[src/hw/rtl/ear_pkg.sv]
`timescale 1ns / 1ps
package ear_pkg;

    // Fraction bits kept by each distance.
    localparam int DIST_FRAC  = 8;
    // Width of the ratio result.
    localparam int RATIO_BITS = 16;
    // Number of distances per eye.
    localparam int NUM_DIST   = 3;

    typedef enum logic [1:0] {
        ST_OK   = 2'd0,
        ST_SAT  = 2'd1,
        ST_ZERO = 2'd2
    } t_status;

    // Fill state of the queue between front and back.
    typedef struct packed {
        logic full;
        logic empty;
    } t_q_stat;

endpackage

[src/hw/rtl/ear_front.sv]
`timescale 1ns / 1ps
module ear_front
    import ear_pkg::*;
#(
    parameter int COORD_BITS = 12
) (
    input  logic                        i_clk,
    input  logic                        i_rst_n,
    input  logic                        i_valid,
    output logic                        o_ready,
    input  logic [COORD_BITS-1:0]       i_outer_corner_x,
    input  logic [COORD_BITS-1:0]       i_outer_corner_y,
    input  logic [COORD_BITS-1:0]       i_upper_outer_x,
    input  logic [COORD_BITS-1:0]       i_upper_outer_y,
    input  logic [COORD_BITS-1:0]       i_upper_inner_x,
    input  logic [COORD_BITS-1:0]       i_upper_inner_y,
    input  logic [COORD_BITS-1:0]       i_inner_corner_x,
    input  logic [COORD_BITS-1:0]       i_inner_corner_y,
    input  logic [COORD_BITS-1:0]       i_lower_inner_x,
    input  logic [COORD_BITS-1:0]       i_lower_inner_y,
    input  logic [COORD_BITS-1:0]       i_lower_outer_x,
    input  logic [COORD_BITS-1:0]       i_lower_outer_y,
    input  t_q_stat                     i_q_stat,
    output logic                        o_push,
    output logic [6*COORD_BITS-1:0]     o_push_data
);

    logic                    r_valid;
    logic [6*COORD_BITS-1:0] r_diff;
    logic [6*COORD_BITS-1:0] n_diff;

    function automatic logic [COORD_BITS-1:0] absdiff(
        input logic [COORD_BITS-1:0] p,
        input logic [COORD_BITS-1:0] q
    );
        absdiff = (p >= q) ? (p - q) : (q - p);
    endfunction

    // Packed as {c_dy, c_dx, b_dy, b_dx, a_dy, a_dx}.
    always_comb begin
        n_diff = {absdiff(i_outer_corner_y, i_inner_corner_y),
                  absdiff(i_outer_corner_x, i_inner_corner_x),
                  absdiff(i_upper_inner_y, i_lower_inner_y),
                  absdiff(i_upper_inner_x, i_lower_inner_x),
                  absdiff(i_upper_outer_y, i_lower_outer_y),
                  absdiff(i_upper_outer_x, i_lower_outer_x)};
    end

    assign o_push      = r_valid && !i_q_stat.full;
    assign o_ready     = !r_valid || !i_q_stat.full;
    assign o_push_data = r_diff;

    always_ff @(posedge i_clk) begin
        if (!i_rst_n) begin
            r_valid <= 1'b0;
        end else if (o_ready) begin
            r_valid <= i_valid;
        end
    end

    always_ff @(posedge i_clk) begin
        if (o_ready && i_valid) begin
            r_diff <= n_diff;
        end
    end

endmodule

[config.mk]
export PLATFORM = sky130hd
export DESIGN_NAME = ear_front
export DESIGN_NICKNAME = d
export VERILOG_FILES = /design/src/hw/rtl/ear_pkg.sv /design/src/hw/rtl/ear_front.sv
export SDC_FILE = /design/constraint.sdc
export NUM_CORES = 1
export LEC_CHECK = 0
export BUFFER_PORTS_ARGS = -buffer_cell sky130_fd_sc_hd__buf_4
export CAP_MARGIN = 10
export CELL_PAD_IN_SITES_DETAIL_PLACEMENT = 2
export CELL_PAD_IN_SITES_GLOBAL_PLACEMENT = 2
export CORE_ASPECT_RATIO = 2
export CORE_MARGIN = 4
export CORE_UTILIZATION = 32
export CTS_CLUSTER_SIZE = 24
export DETAILED_ROUTE_END_ITERATION = 8
export GPL_TIMING_DRIVEN = 0
export PLACE_DENSITY = 0.82
export SLEW_MARGIN = 20
export SYNTH_ARGS = -nofsm -noshare
export SYNTH_HDL_FRONTEND = slang
export SYNTH_SLANG_ARGS = --single-unit
export TNS_END_PERCENT = 30
[constraint.sdc]
create_clock -name i_clk -period 3.4 [get_ports i_clk]
set_clock_uncertainty 0.15 [all_clocks]
set_input_delay 0.34 -clock i_clk [delete_from_list [all_inputs] [get_ports i_clk]]
set_output_delay 0.34 -clock i_clk [all_outputs]
set_load 0.03 [all_outputs]
==> results.cfg, run 1 <==
[power_and_ir_drop]
power.density_nw_per_um2 = 389.8
ir_drop_v = 0.0002279
netSwitchingFraction = 0.3771
p_int_mw = 2.710
pwr-share-seq = 0.284
clockPowerShare = 0.262
p_sw_mw = 1.641
p_comb_frac = 0.453
power_leakage_nw = 5.599

[layout]
finalNetCount = 1540
area_growth_pct = 28.47
final_util = 0.4165
fillers = 3078
multiInputGateArea_um2 = 5699
register_area_um2 = 2182
final_cells = 1596
final_layout_size_suffix_gt1_frac = 0.2111
finalInstanceArea_um2 = 11160

[critical_path]
crit_arrival_ns = 2.95
r2r_slack_ns = 1.75
cp.required_ns = 3.36
r2r_end = o_push_data[28]$_DFFE_PP_
r2r.worst_path.cells = 3
end_kind = flip-flop
r2r_start = r_valid$_SDFFE_PN0N_
path_class = primary input to flip-flop
cp-start-kind = primary input
worstPathMaxFanout = 10

[clock_network]
cts_resized = 0
numCtsBuffers = 9
insertion_delay_ns = 0.36
post_cts_buffers = 0
clkSlewWorstSetupHoldPaths_ns = 0.06
cts_root_buffer = clkbuf_16
ctsHtreeMaxLevel = 3
cts_tree = built
numClockSinks = 73
cts_buffer_depth = 2
cts_hold_buffers = 0

[route]
drt_wl_total_um = 30430
dr.pass1.iters = 4
drt_iter0_markers = 251
drc = 0
final_antenna_net_count = 0
vias_per_cell = 5.113
vias = 8161
wire_per_inst_um = 19.07

[sta]
hold_viol = 0
maxSlewViolCount = 0
final.setup.worst_slack_ns = 0.4118
setup_violations = 0
relSlewSlack = 0.5531
min_period_over_period = 0.8789
worstMarginPinSlew_ns = 0.6704
timing.final.crit_period_ns = 2.988
rsz0062_at_grt = no
fmax_mhz = 334.7

[place]
dp.cells = 1578
dpl.hpwl_um = 26350
place_area_um2 = 10810
portBuffers = 221
gp_congestion = 0.8353
dp_slack_ns = 0.003552

[yosys]
ys_seq_area_frac = 0.2512
synth_nets = 1307
synth_ff_type = edfxtp_1
ys_types = 68
async_reset_ff_frac = 0
synth-edff-count = 72
synth_area_per_cell_um2 = 8.619
synth-seq-cells = 73
yosysWarnings = 0
syn_area_um2 = 8688
synthCells = 1008

[grt]
grt_use_total = 0.2028
grt_pass1_wl_um = 48310
overflow = 0
first_global_vias = 9206
antenna_found_initial = 2
grt_max_degree = 43

[die]
pin_count = 223
core_area_um2 = 26800
num_rows = 85
die_h_um = 241.0
die_w_um = 124.5
start_util = 0.3242
dieArea_um2 = 30010

[worst_hold_path]
min_to = r_valid$_SDFFE_PN0N_
hp-class = primary input to flip-flop
hold_depth = 2
min_from = i_rst_n

[job]
drv_cap = 0

[status]
status = completed
[cell usage after synthesis (10+ instances only)]
cell type / number / share of area
o21ai_1: 12 / 0.0069
nor2_1: 41 / 0.018
edfxtp_1: 72 / 0.25
a21oi_1: 92 / 0.053
xnor2_1: 35 / 0.035
xor2_1: 25 / 0.025
nor2b_1: 22 / 0.016
o21a_1: 12 / 0.010
a21o_1: 25 / 0.022
ha_1: 138 / 0.20
nand2_1: 59 / 0.025
clkbuf_1: 19 / 0.0082
inv_1: 171 / 0.074
nand2b_1: 14 / 0.010
nor3_1: 13 / 0.0075
fa_1: 12 / 0.028
buf_2: 10 / 0.0058
mux2i_1: 42 / 0.048
o21ai_0: 51 / 0.029
o21bai_1: 10 / 0.0086
nand3_1: 14 / 0.0081
[cell type report]
type / count / share of cell area
clock buffers: 9 / 0.02018
repair buffers: 222 / 0.1511
clock inverters: 7 / 0.01065
well taps: 348 / 0.03901
inverters: 171 / 0.05750
diodes: 2 / 0.0004484
plain buffers: 33 / 0.01502
multi-input cells: 731 / 0.5106
flip-flops and latches: 73 / 0.1955
[layer usage]
metal,global-route usage,part of all wire,up-vias
li1,-,-,3948
met1,0.1844,0.33,3993
met2,0.4292,0.61,171
met3,0.03588,0.030,49
met4,0.08214,0.033,0
met5,0,0,-
[cell usage in the layout, fill, tap and decap left out, types with 13 or more instances in the layout]
cell / n
a21o_1: 25
a21oi_1: 92
buf_4: 223
clkbuf_1: 19
edfxtp_1: 72
ha_1: 138
inv_1: 171
mux2i_1: 42
nand2_1: 59
nand2b_1: 14
nand3_1: 14
nor2_1: 41
nor2b_1: 22
nor3_1: 13
o21ai_0: 51
xnor2_1: 35
xor2_1: 25
[worst max path at each step]
| stage | start | endpoint | slack (ns) | cells past startpoint |
|---|---|---|---|---|
| finish | i_upper_outer_y[0] | o_push_data[19]$_DFFE_PP_ | 0.41 | 10 |
| global route | i_outer_corner_y[0] | o_push_data[71]$_DFFE_PP_ | 0.23 | 11 |
| CTS | i_outer_corner_y[0] | o_push_data[71]$_DFFE_PP_ | 0.39 | 11 |
| detailed placement | i_outer_corner_y[0] | o_push_data[71]$_DFFE_PP_ | 0.004 | 11 |
| global placement | i_q_stat[1] | o_push_data[45]$_DFFE_PP_ | -0.39 | 3 |
| floorplan | i_q_stat[1] | o_push_data[0]$_DFFE_PP_ | 0.48 | 2 |
[kinds of logic (layout without fill, tap and decap cells)]
kind of cell,Yosys count,after routing,share of synthesized area
simple gates,197,197,0.1123
xor+xnor,60,60,0.06048
buf+inv,204,442,0.09317
compound gates,280,280,0.2051
other cells,0,2,0
mux,44,44,0.05141
flops,73,73,0.2512
fa+ha+maj,150,150,0.2264
[critical path, cell delays in order]
cell and delay (ns):
buf_4 0.09, inv_1 0.04, ha_1 0.22, fa_1 0.42, o21ai_1 0.35, o2111ai_1 0.21
a32oi_2 0.63, buf_4 0.31, mux2i_1 0.23, xnor2_1 0.10
[power groups by stage]
stage                     combinational, mW  sequential (mW)  clock (mW)
after global placement                 1.92             1.26           0
after global routing                   2.16             1.25        1.21
final                                  1.97             1.24        1.14
after detailed placement               1.99             1.26           0
after floorplan                       0.976             1.53           0
after CTS                              2.00             1.24        1.17
[flip-flops by register name (all words and copies together) (netlist names)]
signal	flops
r_valid	1
o_push_data	72
[metrics by stage]
| stage | hold slack (ns) | power (mW) | setup TNS, ns |
|---|---|---|---|
| final | 0.04266 | 4.351 | 0 |
| after global routing | 0.03332 | 4.625 | 0 |
| after CTS | 0.02976 | 4.407 | 0 |
| after detailed placement | 0.3789 | 3.247 | 0 |
| after global placement | 0.3550 | 3.173 | -27.26 |
| after floorplan | 0.3182 | 2.504 | 0 |
Power figures use the tool's default switching activity.
==> run 2: changes to the inputs <==
Settings changed: PLACE_DENSITY 0.82 to default, PLACE_DENSITY_LB_ADDON from default to 0.1.
==> run 2 against run 1 <==
  * Critical path type unchanged
  * Hold slack gained 0.0087 ns
  * Sequential cell count is the same
  * Largest power group unchanged
  * First-iteration DRC count shrank 12%
  * Worst setup slack lost 0.0056 ns
  * Critical path depth is the same
  * Sequential power is essentially flat
  * Highest routed layer unchanged
  * Cell area shrank 0.68%
==> results.cfg, run 2 (synthesized netlist as in run 1, its figures left out) <==
[critical_path]
worstPathMaxFanout = 10
slowest_stage = a32oi_2
cpMostUsedCell = buf_4
critPathBufInv = 3
crit_family = compound AO/OA/AOI/OAI gates
cp-start-kind = primary input
crit_arrival_ns = 2.94
cp.depth = 10
path_class = primary input to flip-flop
r2r.worst_path.cells = 3
cp.required_ns = 3.35
end_kind = flip-flop
max_stage_delay_ns = 0.61
worstPathCellList = buf_4, inv_1, ha_1, fa_1, o21ai_1, o2111ai_1, a32oi_2, buf_4, a31oi_1, xor2_1

[grt]
overflow = 0
grt_pass1_wl_um = 47180
antenna_found_initial = 0
first_global_vias = 9101
grt_use_total = 0.1969
grt_max_degree = 45

[die]
die_w_um = 124.5
dieArea_um2 = 30010
pin_count = 223
core_area_um2 = 26800
die_h_um = 241.0
num_rows = 85
start_util = 0.3242

[clock_network]
numClockSinks = 73
cts_root_buffer = clkbuf_16
ctsHtreeMaxLevel = 3
numCtsBuffers = 9
cts_hold_buffers = 0
cts_buffer_depth = 2
clkSlewWorstSetupHoldPaths_ns = 0.06
cts_tree = built
insertion_delay_ns = 0.35
post_cts_buffers = 0
cts_resized = 0

[power_and_ir_drop]
power.total_mw = 4.129
ir_drop_v = 0.0002027
power_leakage_nw = 5.557
power.density_nw_per_um2 = 372.4

[sta]
final.setup.worst_slack_ns = 0.4062
min_period_over_period = 0.8805
worstMarginPinSlew_ns = 0.6311
rsz0062_at_grt = no
maxSlewViolCount = 0
setup_violations = 0
timing.final.crit_period_ns = 2.994
relSlewSlack = 0.5793
hold_viol = 0
fmax_mhz = 334.0

[layout]
layout_common_cells = 223 x buf_4, 171 x inv_1, 138 x ha_1
final_cells = 1594
largest_reg_flops = 72
final_common_cell = buf_4
diodes = 0
final_util = 0.4136
finalNetCount = 1540
final_layout_size_suffix_gt1_frac = 0.2111
area_growth_pct = 27.59

[place]
dpl.hpwl_um = 25320
gp_congestion = 0.8315
portBuffers = 221
dp.cells = 1578
dp_slack_ns = 0.01453

[route]
final_antenna_net_count = 0
drt_iter0_markers = 220
dr.pass1.iters = 4
wire_per_inst_um = 18.60
drt_wl_total_um = 29640
drc = 0
vias = 8093
vias_per_cell = 5.077

[job]
drv_cap = 0

[worst_hold_path]
hp-class = primary input to flip-flop
hold_depth = 2

[status]
status = completed
==> run 2: changes by cell type in the layout (fill, tap and decap cells not counted), sizes merged <==
cell / previous run / this run
clkinv: 3 / 1
clkbuf: 28 / 29
bufinv: 3 / 0
clkinvlp: 1 / 4
inv: 171 / 172
diode: 2 / 0
==> run 2: where the power goes <==
part	total (mW)	internal [mW]	switching [mW]	leakage, nW
logic	1.95	0.798	1.15	4.73
registers	1.24	1.20	0.0432	0.705
clock network	0.940	0.496	0.443	0.121
==> run 2: cell type report <==
class	count	area (um^2)
Multi-Input combinational cell	731	5699
Sequential cell	73	2182
Timing Repair Buffer	222	1687
Inverter	171	641.9
Buffer	33	167.7
Fill cell	3128	15720
Tap cell	348	435.4
Clock inverter	6	43.79
Clock buffer	10	229.0
==> run 2: path summary, 6_finish.rpt <==
path | startpoint | end | slack [ns]
min | i_rst_n | r_valid$_SDFFE_PN0N_ | 0.05
min reg2reg | r_valid$_SDFFE_PN0N_ | r_valid$_SDFFE_PN0N_ | 0.39
max reg2reg | r_valid$_SDFFE_PN0N_ | o_push_data[3]$_DFFE_PP_ | 1.70
max | i_upper_outer_y[0] | o_push_data[15]$_DFFE_PP_ | 0.41
==> run 2: stage by stage <==
stage	hold slack (ns)	setup TNS, ns	area (um^2)
global route	0.08749	0	11090
global placement	0.3593	-44.51	10780
detailed placement	0.3852	0	10810
floorplan	0.3182	0	8688
finish	0.05133	0	11090
CTS	0.03448	0	11090
==> run 2: routing by layer <==
metal | GRT usage | wire, um | share of wire
met1 | 0.1792 | 9756 | 0.33
met5 | 0 | 0 | 0
met3 | 0.04097 | 1435 | 0.048
met2 | 0.4235 | 17970 | 0.61
met4 | 0.05653 | 486 | 0.016
