[src/hw/rtl/ear_pkg.sv]
`timescale 1ns / 1ps
package ear_pkg;

    // Fraction bits kept by each distance.
    localparam int DIST_FRAC  = 8;
    // Width of the ratio result.
    localparam int RATIO_BITS = 16;
    // Number of distances per eye.
    localparam int NUM_DIST   = 3;

    typedef enum logic [1:0] {
        ST_OK   = 2'd0,
        ST_SAT  = 2'd1,
        ST_ZERO = 2'd2
    } t_status;

    // Fill state of the queue between front and back.
    typedef struct packed {
        logic full;
        logic empty;
    } t_q_stat;

endpackage

[src/hw/rtl/ear_queue.sv]
`timescale 1ns / 1ps
module ear_queue
    import ear_pkg::*;
#(
    parameter int DATA_BITS = 72
) (
    input  logic                 i_clk,
    input  logic                 i_rst_n,
    input  logic                 i_push,
    input  logic [DATA_BITS-1:0] i_data,
    input  logic                 i_pop,
    output logic [DATA_BITS-1:0] o_data,
    output t_q_stat              o_stat
);

    localparam int DEPTH = 4;
    localparam int AW    = $clog2(DEPTH);

    logic [DATA_BITS-1:0] r_mem [DEPTH];
    logic [AW-1:0]        r_wptr;
    logic [AW-1:0]        r_rptr;
    logic [AW:0]          r_count;
    logic                 do_push;
    logic                 do_pop;

    assign o_stat.full  = (r_count == (AW+1)'(DEPTH));
    assign o_stat.empty = (r_count == '0);
    assign do_push      = i_push && !o_stat.full;
    assign do_pop       = i_pop && !o_stat.empty;
    assign o_data       = r_mem[r_rptr];

    always_ff @(posedge i_clk) begin
        if (!i_rst_n) begin
            r_wptr  <= '0;
            r_rptr  <= '0;
            r_count <= '0;
        end else begin
            if (do_push) begin
                r_wptr <= r_wptr + 1'b1;
            end
            if (do_pop) begin
                r_rptr <= r_rptr + 1'b1;
            end
            case ({do_push, do_pop})
                2'b10:   r_count <= r_count + 1'b1;
                2'b01:   r_count <= r_count - 1'b1;
                default: r_count <= r_count;
            endcase
        end
    end

    always_ff @(posedge i_clk) begin
        if (do_push) begin
            r_mem[r_wptr] <= i_data;
        end
    end

endmodule

[config.mk]
export PLATFORM = sky130hd
export DESIGN_NAME = ear_queue
export DESIGN_NICKNAME = d
export VERILOG_FILES = /design/src/hw/rtl/ear_pkg.sv /design/src/hw/rtl/ear_queue.sv
export SDC_FILE = /design/constraint.sdc
export NUM_CORES = 1
export LEC_CHECK = 0
export ABC_AREA = 1
export BUFFER_PORTS_ARGS = -buffer_cell sky130_fd_sc_hd__buf_2
export CAP_MARGIN = 10
export CORE_MARGIN = 4
export CORE_UTILIZATION = 57
export DETAILED_ROUTE_END_ITERATION = 6
export PLACE_DENSITY = 0.86
export SLEW_MARGIN = 20
export SYNTH_ARGS = -nofsm -noshare
export SYNTH_HDL_FRONTEND = slang
export SYNTH_SLANG_ARGS = --single-unit
[constraint.sdc]
create_clock -name i_clk -period 5.7 [get_ports i_clk]
set_clock_uncertainty 0.05 [all_clocks]
set_input_delay 0.855 -clock i_clk [delete_from_list [all_inputs] [get_ports i_clk]]
set_output_delay 0.855 -clock i_clk [all_outputs]
set_load 0.01 [all_outputs]
==> flow_summary.rst, run 1 <==
.. list-table::
   :header-rows: 1

   * - Metric
     - Value
   * - Post-route setup slack
     - 1950 ps
   * - Type of the tightest min-delay check
     - reg2reg
   * - Fraction of the mapped netlist area in simple logic gates
     - 0.0678
   * - Cells after synthesis
     - 766
   * - Maximum clock frequency
     - 0.267 GHz
   * - Combinational family with the most area after synthesis
     - compound AO/OA/AOI/OAI gates
   * - DIE WIDTH
     - 151 microns
   * - Reg2reg setup slack
     - 2970 ps
   * - Share of the yosys chip area belonging to registers
     - 0.762
   * - Starting Density
     - 0.587
   * - DRC violations left
     - 0
   * - Clk root buf
     - clkbuf_16
   * - Stages on the worst setup path
     - 4
   * - Die boundary height
     - 151 microns
   * - Mapped cell area
     - 11,600 sq um
   * - Max Buffers Root-to-Sink
     - 3
   * - Sum Neg Setup Slack
     - 0 ps
   * - Final setup violation count
     - 0
   * - Critical path class
     - reg2out
   * - Transition time at the pin with the least slew margin
     - 1080 ps
   * - First-pass GRT wire length
     - 36,400 microns
   * - Hold-fix buffers at CTS
     - 0
   * - Final global-route overflow total
     - 0
   * - Count of input and output buffers
     - 149
   * - Final Hold Viols
     - 0
   * - Worst hold path depth
     - 2
   * - Max VDD drop
     - 263 uV
   * - I/O pin cnt
     - 150
   * - Router iterations before antenna repair
     - 4
   * - Via count of the routed design
     - 6,835
   * - Mean number of vias per cell
     - 5.73
   * - Pin count of the biggest net entering global routing
     - 145
   * - Reg2reg path depth
     - 5
   * - Avg Synthesized Cell Area
     - 15.1 sq um
   * - Cell breakdown of the critical path
     - buf_4 > o21ai_0 > o22ai_1 > buf_2
   * - Site row count
     - 51
   * - RSZ-0062 raised after global routing
     - no
   * - First-iteration detailed-routing DRC count
     - 622
   * - Normalized max-slew margin
     - 0.279
   * - Slowest stage cell on the critical path
     - buf_4
   * - Hold_ws
     - 447 ps
   * - TritonCTS sink count
     - 297
   * - Share of synthesized area spent on multiplexers
     - 0
   * - Fraction of final layout cells with drive strength greater than 1
     - 0.321
   * - Synth Net Count
     - 848
   * - Final HPWL DP
     - 13,300 microns
   * - Final critical delay including setup and external delays
     - 3750 ps
   * - Total die area
     - 22,700 sq um
   * - Data arrival time of the critical path
     - 2840 ps
   * - Core box area
     - 19,700 sq um
   * - TritonCTS clock tree
     - yes
   * - Wire length per cell
     - 20.0 microns
   * - Antenna Violating Nets Remaining
     - 0
   * - Latest clock arrival within the worst-skew pair
     - 530 ps
   * - Leakage power of the design
     - 4.61 nW
   * - CP Launch Type
     - register
   * - Number of violations of the max-capacitance limit
     - 0
   * - Depth of the CTS H-tree
     - 1
   * - Status
     - finished, final reports clean
   * - Number of pins exceeding their max-slew limit in the final report
     - 0
   * - Power density normalized to cell area
     - 432 nW/um^2
   * - Number of distinct library cell variants in the gate-level netlist after synthesis
     - 22
   * - Adder-cell share of the synthesized area
     - 0.00713
   * - Via count of the first global-routing pass
     - 6,695
   * - Critical-path maximum fanout
     - 91
   * - Xor-xnor portion of the synthesized cell area
     - 0
   * - Required time at the worst-slack endpoint
     - 4800 ps
   * - Final period utilization
     - 0.658
   * - Worst path buffer plus inverter count
     - 2
   * - Total track usage
     - 0.209
   * - Total routed wirelength
     - 23,800 microns
   * - Yosys warning count
     - 0
   * - Number of buffers created by CTS
     - 28
   * - Post-CTS Setup Bufs
     - 0
   * - Initial antenna violation count
     - 8
   * - Top delay family on crit path
     - buffers and inverters
   * - Highest cell delay on the worst timing path
     - 800 ps
   * - Number of cells upsized or downsized after cts
     - 0
   * - Post-synthesis compound-gate area fraction
     - 0.131
   * - Pre-CTS WS
     - 2530 ps
   * - Syn-to-layout area delta
     - 14.8%
   * - Net count reported at finish
     - 987
   * - Crit. End Element
     - output port
   * - Routability Congestion
     - 0.735
   * - Number of synthesized register bits
     - 297
   * - Clock slew at reported path FFs
     - 60 ps
layout make-up:
class | instances | area, sq um
sequential | 297 | 8830
fill | 1278 | 6420
multi-input combinational | 403 | 2420
timing repair buffer | 155 | 791
clock buffer | 36 | 752
tap | 265 | 332
inverter | 20 | 85.1
clock inverter | 14 | 83.8
antenna | 2 | 5.00
registers in the layout, indices dropped and copies added, names as in the netlist, named ones only:
name / cells
r_mem: 288
r_count: 3
r_rptr: 2
r_wptr: 2
cells by family after synthesis:
group	after synthesis
buffers and inverters	66
AOI/OAI and AO/OA	223
and+or+nand+nor	174
DFF	297
adders and majority gates	6
Yosys cell counts, drive strengths merged:
cell type,count,share of area
dfxtp,9,0.016
o22ai,72,0.066
ha,5,0.0054
buf,27,0.018
nor2,154,0.061
clkbuf,19,0.0068
inv,20,0.0071
o21ai,146,0.063
a21oi,5,0.0022
edfxtp,288,0.75
fa,1,0.0017
nand2,15,0.0049
nand3,5,0.0022
layer usage:
layer / vias up / share of wire / GRT usage
li1: 3143 / - / -
met1: 3345 / 0.41 / 0.293
met2: 273 / 0.47 / 0.325
met3: 58 / 0.086 / 0.0581
met4: 16 / 0.023 / 0.0590
met5: - / 0.0031 / 0
cells in the final DEF, fill, tap and decap left out:
master / instances
inv_4: 1
diode_2: 2
o22ai_2: 50
clkinv_2: 4
nor2_2: 50
dfxtp_4: 1
clkbuf_1: 7
inv_8: 1
ha_1: 5
nor2_1: 100
nor2_4: 4
nand2_1: 15
bufinv_16: 1
o22ai_1: 22
buf_4: 6
a21oi_1: 5
o21ai_0: 136
o21ai_1: 10
inv_1: 18
buf_2: 149
edfxtp_1: 288
clkinv_1: 9
dfxtp_2: 1
nand3_1: 5
dfxtp_1: 7
fa_1: 1
clkbuf_16: 29
final timing paths:
kind	from	endpoint
max reg2reg	r_count[1]	r_mem[0][60]
min	r_rptr[1]	register
max	register	o_data[63]
min reg2reg	r_rptr[1]	register
per-stage QoR:
stage / utilization / total power [W] / std cells / area, sq um
final: 0.674 / 0.00575 / 1192 / 13300
after global routing: 0.674 / 0.00604 / 1190 / 13300
after CTS: 0.674 / 0.00580 / 1190 / 13300
after detailed placement: 0.632 / 0.00412 / 1140 / 12500
after global placement: 0.632 / 0.00407 / 1140 / 12500
after floorplan: - / 0.00365 / 766 / 11600
power breakdown:
group          switching, W  internal (W)  leakage [nW]  total, W
registers         0.0000855       0.00260          2.72   0.00268
logic              0.000913      0.000466          1.49   0.00138
clock network      0.000721      0.000967         0.410   0.00169
worst min-delay path: stages, from the launching register on:
cell,delay (ps)
dfxtp_1,330
nand2_1,70
a21oi_1,60
(Power assumes the default switching activity.)
==> run 2: changes to the inputs <==
CORE_UTILIZATION = 52   (was 57)
PLACE_DENSITY = 0.83   (was 0.86)
clock period = 3.15 ns   (was 5.7 ns; I/O delays follow)
==> run 2 against run 1 <==
Sequential share of layout area decreased by 1.0 points. Die area up 9.1%. Highest routed layer unchanged. Flip-flop and latch count stayed put. First-iteration DRC count grew 6.1%. Final area grew 1.6%. Clock power up 90%.
==> flow_summary.rst, run 2 (synthesis gave the netlist of run 1 again) <==
.. list-table::
   :header-rows: 1

   * - Metric
     - Value
   * - Status
     - finished, final reports clean
   * - Clk root buf
     - clkbuf_16
   * - Transition time at the pin with the least slew margin
     - 685 ps (-397 ps)
   * - Max VDD drop
     - 404 uV (+54%)
   * - Critical-path maximum fanout
     - 49 (-46%)
   * - Total routed wirelength
     - 23,600 microns (-0.95%)
   * - Latest clock arrival within the worst-skew pair
     - 530 ps (about the same)
   * - First-iteration detailed-routing DRC count
     - 660 (+6.1%)
   * - Worst hold path depth
     - 1 (-1)
   * - Crit. End Element
     - output port
   * - Wire length per cell
     - 19.4 microns (-2.8%)
   * - Net count reported at finish
     - 993 (+0.61%)
   * - Mean number of vias per cell
     - 5.54 (-3.4%)
   * - Register with the highest flop count
     - r_mem
   * - Post-route setup slack
     - 199 ps (-1750 ps)
   * - Number of violations of the max-capacitance limit
     - 0 (unchanged)
   * - Number of pins exceeding their max-slew limit in the final report
     - 0 (unchanged)
   * - Dpl cell area
     - 12,600 sq um (+1.3%)
   * - RR Startpoint
     - r_count[1]
   * - Final Hold Viols
     - 0 (unchanged)
   * - Final period utilization
     - 0.937
   * - Fraction of power consumed by combinational cells
     - 0.246 (+0.006)
   * - Power density normalized to cell area
     - 786 nW/um^2 (+82%)
   * - Cell internal pwr
     - 0.00746 W (+85%)
   * - Antenna Violating Nets Remaining
     - 0 (unchanged)
   * - Clock slew at reported path FFs
     - 60 ps (about the same)
   * - Final instance area
     - 13,500 sq um (+1.6%)
   * - CP Launch Type
     - register
   * - Number of cells upsized or downsized after cts
     - 0 (unchanged)
   * - Seq pwr share
     - 0.452 (-0.015)
   * - Filler Cell Count
     - 1,606 (+26%)
   * - Depth of the CTS H-tree
     - 1 (unchanged)
   * - TritonCTS clock tree
     - yes
   * - Leakage power of the design
     - 4.69 nW (+1.6%)
   * - Pin count of the biggest net entering global routing
     - 145 (unchanged)
   * - I/O pin cnt
     - 150 (unchanged)
   * - Proportion of power drawn by the clock network
     - 0.302 (+0.008)
   * - DIE WIDTH
     - 157 microns (+4.4%)
   * - Max Buffers Root-to-Sink
     - 3 (unchanged)
   * - Die boundary height
     - 157 microns (+4.4%)
   * - Via count of the first global-routing pass
     - 6,562 (-2.0%)
   * - Count of input and output buffers
     - 149 (unchanged)
   * - Final setup violation count
     - 0 (unchanged)
   * - Fraction of power spent switching nets
     - 0.297 (-0.00238)
   * - Normalized max-slew margin
     - 0.543 (+0.264)
   * - Fraction of final layout cells with drive strength greater than 1
     - 0.330 (+0.00904)
   * - Sum Neg Setup Slack
     - 0 ps (unchanged)
   * - Reg2reg setup slack
     - 920 ps (-2050 ps)
   * - Worst Hold Launch
     - i_data[12]
   * - First-pass GRT wire length
     - 36,100 microns (-0.91%)
   * - Critical path class
     - reg2out
   * - Hold_ws
     - 104 ps (-343 ps)
   * - Net load switching power
     - 0.00315 W (+83%)
   * - Routability Congestion
     - 0.740 (+0.73%)
   * - Hold-fix buffers at CTS
     - 0 (unchanged)
   * - Biggest regs
     - r_mem (288), r_count (3)
   * - Area of combinational cells with multiple inputs
     - 2420 sq um (unchanged)
   * - Cell breakdown of the critical path
     - buf_4 > o21ai_0 > o22ai_1 > buf_2
   * - Pre-CTS WS
     - 737 ps (-1790 ps)
   * - Site row count
     - 54 (+5.9%)
   * - Syn-to-layout area delta
     - 16.6%
   * - WHS Endpoint
     - r_mem[0][12]
   * - Total track usage
     - 0.186 (-0.0227)
   * - DRC violations left
     - 0 (unchanged)
   * - Slowest stage cell on the critical path
     - dfxtp_2
   * - Core box area
     - 21,900 sq um (+11%)
   * - Max FFs per register
     - 288 (unchanged)
   * - Total die area
     - 24,700 sq um (+9.1%)
   * - Via count of the routed design
     - 6,728 (-1.6%)
   * - Final critical delay including setup and external delays
     - 2950 ps
   * - Final global-route overflow total
     - 0 (unchanged)
   * - Leading cell type in the layout, fill and taps excluded
     - edfxtp_1
   * - TritonCTS sink count
     - 297 (unchanged)
   * - Data arrival time of the critical path
     - 2430 ps (-410 ps)
   * - Leading cell types in the layout, fill and taps excluded
     - 288 x edfxtp_1, 149 x buf_2, 136 x o21ai_0, 100 x nor2_1
   * - Reg-to-Reg End
     - r_mem[3][5]
   * - Highest cell delay on the worst timing path
     - 630 ps (-170 ps)
   * - Router iterations before antenna repair
     - 5 (+1)
   * - Initial antenna violation count
     - 5 (-3)
   * - Maximum clock frequency
     - 0.339 GHz
   * - Final HPWL DP
     - 13,600 microns (+2.7%)
   * - Required time at the worst-slack endpoint
     - 2630 ps (-2170 ps)
   * - Number of buffers created by CTS
     - 29 (+3.6%)
   * - Post-CTS Setup Bufs
     - 0 (unchanged)
   * - Reg2reg path depth
     - 5 (unchanged)
   * - Type of the tightest min-delay check
     - in2reg
   * - Starting Density
     - 0.529 (-0.0583)
   * - Register cell area after layout
     - 8830 sq um (unchanged)
   * - RSZ-0062 raised after global routing
     - no
## run 2: power by group through the flow
stage          clock network [W]  logic (W)  registers, W
3_3_place_gp                   0    0.00257       0.00486
6_report                 0.00321    0.00261       0.00479
4_1_cts                  0.00327    0.00265       0.00479
5_1_grt                  0.00347    0.00287       0.00481
3_5_place_dp                   0    0.00264       0.00488
2_1_floorplan                  0    0.00173       0.00487
## run 2: area by class of cell
type | instances | area share
timing repair buffer | 160 | 0.0687
multi-input combinational | 403 | 0.179
inverter | 20 | 0.00612
sequential | 297 | 0.654
antenna | 2 | 0.000371
clock buffer | 41 | 0.0571
clock inverter | 12 | 0.00871
tap | 280 | 0.0259
## run 2: worst max-delay path by stage
| stage | startpoint | slack [ps] | end |
|---|---|---|---|
| after floorplan | r_count[1] | -1050 | r_mem[0][0] |
| after global placement | register | 780 | o_data[63] |
| after detailed placement | register | 740 | o_data[63] |
| after CTS | register | 180 | o_data[63] |
| after global routing | register | 10 | o_data[63] |
| final | register | 200 | o_data[63] |
## run 2: metal layers
layer / share of wire / GRT usage / routed length (microns) / vias to the layer above
met3: 0.084 / 0.0481 / 1970 / 40
met2: 0.48 / 0.298 / 11400 / 232
met4: 0.015 / 0.0467 / 365 / 8
met5: 0.0018 / 0 / 42 / -
met1: 0.42 / 0.259 / 9780 / 3292
li1: - / - / - / 3156
## run 2: through the flow
stage                util  total power (W)  instances
finish              0.617           0.0106       1215
global route        0.617           0.0112       1214
CTS                 0.617           0.0107       1213
detailed placement  0.576          0.00752       1160
global placement    0.576          0.00744       1160
floorplan               -          0.00660        766
## run 2: critical path: cells and delay by family (launching register included)
family	cells	cell delay (ps)
AOI/OAI and AO/OA	2	500
buffers and inverters	2	730
DFF	1	630
